File: src/rtl/key_click_double_long_detector_macros.svh
// Assertion macros for the key click, double and long press detector.
`ifndef KEY_CLICK_DOUBLE_LONG_DETECTOR_MACROS_SVH
`define KEY_CLICK_DOUBLE_LONG_DETECTOR_MACROS_SVH

// Same-cycle implication, disabled during reset.
`define KCDL_ASSERT_NOW(lbl, clk, rst_n, a, c) \
    lbl: assert property (@(posedge clk) disable iff (!(rst_n)) (a) |-> (c)) \
        else $error("kcdl assertion failed");

// Next-cycle implication, disabled during reset.
`define KCDL_ASSERT_NEXT(lbl, clk, rst_n, a, c) \
    lbl: assert property (@(posedge clk) disable iff (!(rst_n)) (a) |=> (c)) \
        else $error("kcdl assertion failed");

`endif

File: src/rtl/kcdl_pkg.sv
// Package: types, codes and helpers of the key click, double and long press detector.
package kcdl_pkg;

    localparam int KCDL_KEYS = 32;

    localparam logic [15:0] DEBOUNCE_RESET = 16'd20;
    localparam logic [15:0] LONG_RESET     = 16'd1000;
    localparam logic [15:0] DOUBLE_RESET   = 16'd300;

    typedef enum logic [1:0] {
        CFG_DEBOUNCE = 2'd0,
        CFG_LONG     = 2'd1,
        CFG_DOUBLE   = 2'd2
    } t_cfg_idx;

    typedef enum logic {
        FUNC_SCAN = 1'b0,
        FUNC_READ = 1'b1
    } t_func;

    typedef enum logic [1:0] {
        EV_NONE   = 2'd0,
        EV_CLICK  = 2'd1,
        EV_DOUBLE = 2'd2,
        EV_LONG   = 2'd3
    } t_event;

    typedef enum logic [1:0] {
        PH_IDLE   = 2'd0,
        PH_HELD   = 2'd1,
        PH_LONG   = 2'd2,
        PH_DOUBLE = 2'd3
    } t_phase;

    typedef struct packed {
        logic        func;
        logic [31:0] pressed_keys;
        logic [4:0]  read_key;
    } t_in_item;

    typedef struct packed {
        logic [1:0] tick_event;
        logic [4:0] event_key;
        logic [1:0] read_value;
    } t_out_item;

    typedef struct packed {
        logic       valid;
        logic [4:0] key;
        t_event     ev;
    } t_latch_req;

    typedef struct packed {
        logic       valid;
        logic [4:0] key;
    } t_read_req;

    function automatic logic [15:0] sat_inc(input logic [15:0] v);
        sat_inc = (v == 16'hFFFF) ? v : v + 16'd1;
    endfunction

    function automatic logic [4:0] lowest_set(input logic [31:0] v);
        logic [4:0] idx;
        idx = 5'd0;
        for (int i = 31; i >= 0; i--) begin
            if (v[i]) begin
                idx = 5'(i);
            end
        end
        lowest_set = idx;
    endfunction

endpackage

File: src/rtl/kcdl_scan.sv
// Debounce scan and click/double/long event state machine for the tracked key.
module kcdl_scan import kcdl_pkg::*; #(
    parameter int KEYS = KCDL_KEYS
) (
    input  logic        i_clk,
    input  logic        i_rst_n,
    input  logic        i_scan,
    input  logic [31:0] i_keys,
    input  logic [15:0] i_debounce,
    input  logic [15:0] i_long,
    input  logic [15:0] i_double,
    output t_event      o_tick_event,
    output logic [4:0]  o_key,
    output t_latch_req  o_latch
);

    localparam logic [32:0] MaskWide = (33'd1 << KEYS) - 33'd1;

    logic [31:0] r_snapshot, n_snapshot;
    logic [15:0] r_stable, n_stable;
    logic        r_track, n_track;
    logic [4:0]  r_tracked, n_tracked;
    t_phase      r_phase, n_phase;
    logic [15:0] r_release, n_release;
    logic [15:0] r_hold, n_hold;

    always_ff @(posedge i_clk) begin
        if (!i_rst_n) begin
            r_snapshot <= '0;
            r_stable   <= '0;
            r_track    <= 1'b0;
            r_tracked  <= '0;
            r_phase    <= PH_IDLE;
            r_release  <= '0;
            r_hold     <= '0;
        end else begin
            r_snapshot <= n_snapshot;
            r_stable   <= n_stable;
            r_track    <= n_track;
            r_tracked  <= n_tracked;
            r_phase    <= n_phase;
            r_release  <= n_release;
            r_hold     <= n_hold;
        end
    end

    always_comb begin
        logic [31:0] keys;
        logic        pressed;
        logic        tm;
        logic [15:0] inc_rel;
        logic [15:0] inc_hold;
        t_event      ev;
        keys       = i_keys & MaskWide[31:0];
        pressed    = keys[r_tracked];
        tm         = r_track && (r_snapshot != '0);
        inc_rel    = sat_inc(r_release);
        inc_hold   = sat_inc(r_hold);
        ev         = EV_NONE;
        n_snapshot = r_snapshot;
        n_stable   = r_stable;
        n_track    = r_track;
        n_tracked  = r_tracked;
        n_phase    = r_phase;
        n_release  = r_release;
        n_hold     = r_hold;
        if (i_scan) begin
            n_track = tm;
            if (!tm) begin
                if (keys == r_snapshot) begin
                    n_stable = sat_inc(r_stable);
                end else begin
                    n_snapshot = keys;
                    n_stable   = '0;
                end
                if (n_stable == i_debounce && n_snapshot != '0) begin
                    n_track   = 1'b1;
                    n_tracked = lowest_set(n_snapshot);
                end
            end else begin
                case (r_phase)
                    PH_IDLE: begin
                        if (pressed) begin
                            n_phase = PH_HELD;
                            n_hold  = '0;
                        end
                    end
                    PH_HELD: begin
                        if (!pressed) begin
                            n_release = inc_rel;
                            if (inc_rel > i_debounce) begin
                                n_release = '0;
                                n_hold    = '0;
                                n_phase   = PH_DOUBLE;
                            end
                        end else begin
                            n_hold = inc_hold;
                            if (inc_hold > i_long) begin
                                n_phase   = PH_LONG;
                                n_release = '0;
                            end
                        end
                    end
                    PH_LONG: begin
                        if (!pressed) begin
                            ev      = EV_LONG;
                            n_phase = PH_IDLE;
                        end
                    end
                    PH_DOUBLE: begin
                        if (pressed) begin
                            n_hold = inc_hold;
                            if (inc_hold == i_debounce) begin
                                ev      = EV_DOUBLE;
                                n_phase = PH_IDLE;
                            end
                        end else begin
                            n_release = inc_rel;
                            if (inc_rel > i_double) begin
                                n_hold  = '0;
                                ev      = EV_CLICK;
                                n_phase = PH_IDLE;
                            end
                        end
                    end
                    default: begin
                        n_phase = PH_IDLE;
                    end
                endcase
                if (ev != EV_NONE) begin
                    n_track = 1'b0;
                end
            end
        end
        o_tick_event  = ev;
        o_key         = n_tracked;
        o_latch.valid = (ev != EV_NONE);
        o_latch.key   = r_tracked;
        o_latch.ev    = ev;
    end

endmodule

File: src/rtl/kcdl_store.sv
// Per-key latched event store with read-and-clear.
module kcdl_store import kcdl_pkg::*; #(
    parameter int KEYS = KCDL_KEYS
) (
    input  logic       i_clk,
    input  logic       i_rst_n,
    input  t_latch_req i_latch,
    input  t_read_req  i_read,
    output logic [1:0] o_read_value
);

    localparam int KW = (KEYS > 1) ? $clog2(KEYS) : 1;

    logic [1:0]    r_events [KEYS];
    logic [4:0]    addr;
    logic [KW-1:0] idx;
    logic          in_range;
    logic [1:0]    entry;

    assign addr     = i_read.valid ? i_read.key : i_latch.key;
    assign idx      = addr[KW-1:0];
    assign in_range = {1'b0, addr} < 6'(KEYS);
    assign entry    = in_range ? r_events[idx] : 2'd0;

    assign o_read_value = i_read.valid ? entry : 2'd0;

    always_ff @(posedge i_clk) begin
        if (!i_rst_n) begin
            for (int i = 0; i < KEYS; i++) begin
                r_events[i] <= 2'd0;
            end
        end else if (i_read.valid) begin
            if (in_range) begin
                r_events[idx] <= 2'd0;
            end
        end else if (i_latch.valid && in_range && entry == 2'd0) begin
            r_events[idx] <= i_latch.ev;
        end
    end

endmodule

File: src/rtl/key_click_double_long_detector.sv
// Top level of the key click, double and long press detector.
//
//  channel | direction | handshake                    | payload
//  --------+-----------+------------------------------+------------------------
//  input   | in        | i_in_valid / o_in_ready      | i_in  (t_in_item)
//  output  | out       | o_out_valid / i_out_ready    | o_out (t_out_item)
//  config  | in        | i_cfg_wr_en, no wait         | i_cfg_idx, i_cfg_data
//
// One transaction per cycle while the output side does not stall: the item is decoded in the accept cycle and its
// result is captured in the output register.
// The output register alone sets the rate; a held result blocks input only
// while the output side stalls.
// Synchronous active-low reset clears the scan state, the event store and
// loads the default timing registers; input is not accepted during reset.
`include "key_click_double_long_detector_macros.svh"

module key_click_double_long_detector import kcdl_pkg::*; #(
    parameter int KEYS = KCDL_KEYS
) (
    input  logic        i_clk,
    input  logic        i_rst_n,
    input  logic        i_cfg_wr_en,
    input  logic [1:0]  i_cfg_idx,
    input  logic [15:0] i_cfg_data,
    input  logic        i_in_valid,
    output logic        o_in_ready,
    input  t_in_item    i_in,
    output logic        o_out_valid,
    input  logic        i_out_ready,
    output t_out_item   o_out
);

    logic [15:0] r_debounce;
    logic [15:0] r_long;
    logic [15:0] r_double;
    logic        r_out_valid;
    t_out_item   r_out;

    logic        in_fire;
    logic        scan_fire;
    t_event      tick_event;
    logic [4:0]  event_key;
    t_latch_req  latch;
    t_read_req   read_req;
    logic [1:0]  read_value;

    assign o_in_ready = i_rst_n && (!r_out_valid || i_out_ready);
    assign in_fire    = i_in_valid && o_in_ready;
    assign scan_fire  = in_fire && (i_in.func == FUNC_SCAN);

    assign read_req.valid = in_fire && (i_in.func == FUNC_READ);
    assign read_req.key   = i_in.read_key;

    always_ff @(posedge i_clk) begin
        if (!i_rst_n) begin
            r_debounce <= DEBOUNCE_RESET;
            r_long     <= LONG_RESET;
            r_double   <= DOUBLE_RESET;
        end else if (i_cfg_wr_en) begin
            case (i_cfg_idx)
                CFG_DEBOUNCE: r_debounce <= i_cfg_data;
                CFG_LONG:     r_long     <= i_cfg_data;
                CFG_DOUBLE:   r_double   <= i_cfg_data;
                default: begin
                end
            endcase
        end
    end

    kcdl_scan #(
        .KEYS (KEYS)
    ) u_scan (
        .i_clk        (i_clk),
        .i_rst_n      (i_rst_n),
        .i_scan       (scan_fire),
        .i_keys       (i_in.pressed_keys),
        .i_debounce   (r_debounce),
        .i_long       (r_long),
        .i_double     (r_double),
        .o_tick_event (tick_event),
        .o_key        (event_key),
        .o_latch      (latch)
    );

    kcdl_store #(
        .KEYS (KEYS)
    ) u_store (
        .i_clk        (i_clk),
        .i_rst_n      (i_rst_n),
        .i_latch      (latch),
        .i_read       (read_req),
        .o_read_value (read_value)
    );

    always_ff @(posedge i_clk) begin
        if (!i_rst_n) begin
            r_out_valid <= 1'b0;
        end else if (in_fire) begin
            r_out_valid <= 1'b1;
        end else if (i_out_ready) begin
            r_out_valid <= 1'b0;
        end
    end

    always_ff @(posedge i_clk) begin
        if (in_fire) begin
            r_out.tick_event <= tick_event;
            r_out.event_key  <= event_key;
            r_out.read_value <= read_value;
        end
    end

    assign o_out_valid = r_out_valid;
    assign o_out       = r_out;

    `KCDL_ASSERT_NEXT(a_fire_gives_result, i_clk, i_rst_n, in_fire, r_out_valid)
    `KCDL_ASSERT_NEXT(a_read_no_tick, i_clk, i_rst_n, read_req.valid, r_out.tick_event == EV_NONE)
    `KCDL_ASSERT_NEXT(a_scan_no_read, i_clk, i_rst_n, scan_fire, r_out.read_value == 2'd0)
    `KCDL_ASSERT_NOW(a_latch_on_scan, i_clk, i_rst_n, latch.valid, scan_fire)

endmodule
File: config.mk
export PLATFORM = sky130hd
export DESIGN_NAME = key_click_double_long_detector
export DESIGN_NICKNAME = d
export VERILOG_FILES = /design/src/rtl/kcdl_pkg.sv /design/src/rtl/kcdl_scan.sv /design/src/rtl/kcdl_store.sv /design/src/rtl/key_click_double_long_detector.sv
export VERILOG_INCLUDE_DIRS = /design/src /design/src/rtl
export SDC_FILE = /design/constraint.sdc
export NUM_CORES = 1
export LEC_CHECK = 0
export ABC_AREA = 1
export BUFFER_PORTS_ARGS = -buffer_cell sky130_fd_sc_hd__buf_2
export CORE_UTILIZATION = 50
export CTS_BUF_LIST = sky130_fd_sc_hd__clkbuf_4 sky130_fd_sc_hd__clkbuf_8 sky130_fd_sc_hd__clkbuf_16
export CTS_CLUSTER_SIZE = 8
export DETAILED_ROUTE_END_ITERATION = 6
export PLACE_DENSITY = 0.75
export SKIP_LAST_GASP = 1
export SLEW_MARGIN = 20
export SYNTH_ARGS = -nofsm -noshare
export SYNTH_HDL_FRONTEND = slang
export SYNTH_SLANG_ARGS = --single-unit
File: constraint.sdc
create_clock -name i_clk -period 4.9 [get_ports i_clk]
set_input_delay 0.98 -clock i_clk [delete_from_list [all_inputs] [get_ports i_clk]]
set_output_delay 0.98 -clock i_clk [all_outputs]
set_load 0.02 [all_outputs]
==> metrics.yaml <==
global_route:
  grt_pass1_wl_um: 53900
  grt_overflow: 0
  grtUsageTotal_pct: 25.9
  grt_max_degree: 90
  grt_pass1_vias: 11000
  antenna_found_initial: 0
floorplan:
  ios: 72
  rows: 57
  initial_core_util_pct: 50.8
  die_h_um: 159
  core_area_sq_mm: 0.0242
  die-area_sq_mm: 0.0253
  die_w_um: 159
clock_tree:
  clockBufferDepth: 3
  cts_tree: "built"
  clkSinkCount: 210
  clk_pin_slew_ns: 0.06
  cts_root_buf: "clkbuf_16"
  cts_made_buffers: 30
  clk_latency_ns: 0.57
  h-tree-depth: 1
sta:
  hold_violations: 0
  setup-violations-final: 0
  max-slew-margin-rel_pct: 40.4
  post-route-min-period_ns: 4.56
  skew_ns: 0.0264
  fmax_ghz: 0.220
  drv_slew: 0
  rsz0062_at_grt: "no"
  worst_pin_slew_ns: 0.895
  post-route-period-util_pct: 93.0
  holdWs_ns: 0.462
  tns_ns: 0
synthesis:
  syn_area_sq_mm: 0.0123
  synth.avg_cell_area_sq_um: 7.48
  synth_warnings: 0
  syn_nets: 1761
  yosysSeqAreaShare_pct: 40.0
  ys_ff_latch: 210
  syn_inst: 1649
  synth_cell_type_count: 47
layout:
  final_nets: 1820
  area_delta_synth_final_pct: 12.5
  diodes: 0
  final_cell_area_sq_mm: 0.0139
  nFillCells: 2245
  final_cells: 2045
  drive_gt1_share_pct: 10.2
pwr:
  vdd_drop_max_mv: 0.271
  pwr_density_cell_mw_per_mm2: 302
  p_leak_nw: 5.78
place:
  portBuffers: 71
  placed_cells: 1999
  dp_hpwl_um: 23800
  gp_congestion: 0.921
  placed_area_sq_mm: 0.0130
detailed_routing:
  post-route-drc-count: 0
  dr_total_vias: 11600
  first_pass_iters: 6
  drt_iter0_markers: 986
  ant_nets: 0
  wl_per_cell_um: 16.3
  routed_via_density: 5.68
  totalWireLength_um: 33400
critical_path:
  worstPathMaxFanout: 16
  required_ns: 5.38
  path_class: "flip-flop to flip-flop"
  r2r-start: "u_scan.r_hold[7]"
  critPathCaptureType: "flip-flop"
  r2r_slack_ns: 0.34
  r2r-end: "u_scan.r_release[5]"
  critPathLaunchType: "flip-flop"
  reg2reg_depth: 23
  arrival_ns: 5.04
run_status:
  status: "complete, no violations"
worst_hold_path:
  hold_path_startpoint: "r_double[13]"
  holdPathEnd: "r_double[13]"
  hp-class: "flip-flop to flip-flop"
  hold_depth: 2
job:
  cap_violations: 0
==> worst max-delay path, cell delays in order, from the launching register on <==
cell and delay (ns):
dfxtp_1 0.43, nand2_1 0.13, nor2_1 0.21, nand4_1 0.19, nor3_1 0.40, nor3_1 0.16
inv_1 0.08, nor2_1 0.04, xor2_1 0.25, inv_1 0.13, ha_1 0.30, nand2_1 0.06
inv_1 0.05, a221oi_1 0.06, o21ai_0 0.24, a211o_1 0.16, nand2_1 0.08, nand3_1 0.10
nand2_1 0.06, a211oi_1 0.33, clkinv_1 0.18, nor2_2 0.56, a22oi_1 0.15, nor2_1 0.14
==> logic make-up after synthesis <==
kind of cell | count (synthesis) | share of synthesized area, %
simple gates | 673 | 23.7
compound gates | 394 | 18.3
buf+inv | 255 | 8.13
flops | 210 | 40.0
xor+xnor | 66 | 4.69
fa+ha+maj | 51 | 5.18
==> registers in the layout, indices dropped and copies added (netlist names), 5 cells and up <==
signal and cells:
r_double 16, u_scan.r_stable 16, u_scan.r_snapshot 32, u_scan.r_tracked 5, r_long 16, r_debounce 16, u_scan.r_release 16, o_out 9
u_scan.r_hold 16, u_store.r_events 64
==> placed cells by master (no fill, tap or decap), types with 4 or more instances in the layout <==
cell type | netlist | final
nand2_1 | 281 | 281
nor2_1 | 196 | 193
inv_1 | 178 | 177
a21oi_1 | 161 | 161
dfxtp_1 | 137 | 137
o21ai_0 | 128 | 128
nand3_1 | 82 | 82
edfxtp_1 | 73 | 73
buf_2 | 15 | 70
xor2_1 | 54 | 54
ha_1 | 51 | 51
a22oi_1 | 48 | 48
nand4_1 | 35 | 35
nor3_1 | 33 | 33
clkbuf_16 | 0 | 30
nor4_1 | 20 | 20
o211ai_1 | 20 | 20
buf_4 | 0 | 20
clkbuf_4 | 0 | 13
xnor2_1 | 12 | 12
a211oi_1 | 12 | 12
inv_2 | 10 | 10
nand3_2 | 8 | 8
or2_2 | 7 | 7
o21ai_2 | 5 | 5
o2111ai_1 | 4 | 4
==> power breakdown <==
| group | internal [mW] | leakage [nW] | switching, mW |
|---|---|---|---|
| sequential | 1.86 | 1.86 | 0.0406 |
| combinational | 0.120 | 3.47 | 0.240 |
| clock | 1.18 | 0.441 | 0.745 |
| total | 3.17 | 5.78 | 1.03 |
==> worst max path at each step <==
stage,startpoint,endpoint,slack (ns),depth (start not counted)
floorplan,u_scan.r_release[0],u_store.r_events[4][0],0.96,25
global placement,u_scan.r_hold[6],u_scan.r_release[4],0.30,23
detailed placement,u_scan.r_hold[7],u_scan.r_release[5],0.25,23
CTS,u_scan.r_hold[7],u_scan.r_release[5],0.21,23
global route,u_scan.r_hold[7],u_scan.r_release[7],0.01,23
finish,u_scan.r_hold[7],u_scan.r_release[5],0.34,23
==> final cells by class <==
class	count	area, sq um	area share (%)
clock buffer	43	848	6.12
tap	324	405	2.92
timing repair inverter	1	7.51	0.0541
timing repair buffer	91	512	3.69
clock inverter	2	37.5	0.271
inverter	190	717	5.17
sequential	210	4930	35.6
multi-input combinational	1184	6410	46.2
==> synth_stat cells (all sizes together) <==
cell / instances / share of area [%]
and3: 1 / 0.051
or4: 2 / 0.12
o21ai: 133 / 5.6
o311ai: 1 / 0.071
o221ai: 2 / 0.14
ha: 51 / 5.2
a221oi: 2 / 0.14
clkbuf: 45 / 1.4
edfxtp: 73 / 18
nor3: 34 / 1.4
o21bai: 1 / 0.061
inv: 188 / 5.7
or2: 7 / 0.36
a211o: 1 / 0.071
xnor2: 12 / 0.85
a21o: 1 / 0.061
a31o: 1 / 0.071
nand4: 35 / 1.8
o211ai: 20 / 1.2
nor4: 21 / 1.1
xor2: 54 / 3.8
a311oi: 1 / 0.071
buf: 20 / 0.97
dfxtp: 137 / 22
clkinv: 2 / 0.061
a211oi: 12 / 0.73
a21oi: 161 / 6.5
o21a: 3 / 0.18
nand3b: 3 / 0.18
o31ai: 1 / 0.061
nand2: 282 / 8.6
o2111ai: 4 / 0.28
nand3: 90 / 4.0
and2: 1 / 0.051
a22oi: 48 / 2.9
a21boi: 2 / 0.12
nor2: 197 / 6.0
==> stage by stage <==
step	utilization [%]	worst slack (ns)	power, mW
finish	57.2	0.344	4.19
CTS	57.1	0.212	4.22
floorplan	-	0.965	2.16
global route	57.2	0.0101	4.34
detailed placement	53.4	0.255	2.29
global placement	53.4	0.304	2.28
==> layer usage <==
metal | vias to the layer above | wire length, um | track usage [%]
met5 | - | 0 | 0
met1 | 5340 | 14400 | 33.5
met2 | 449 | 15600 | 43.7
li1 | 5745 | - | -
met3 | 86 | 2220 | 3.62
met4 | 0 | 1200 | 10.4
==> what timing repair did <==
item,4_1_cts,5_1_grt
setup endpoints to repair,0,68
hold buffers,0,0
resized for setup,0,5
setup buffers,0,0
(Power assumes the default switching activity.)
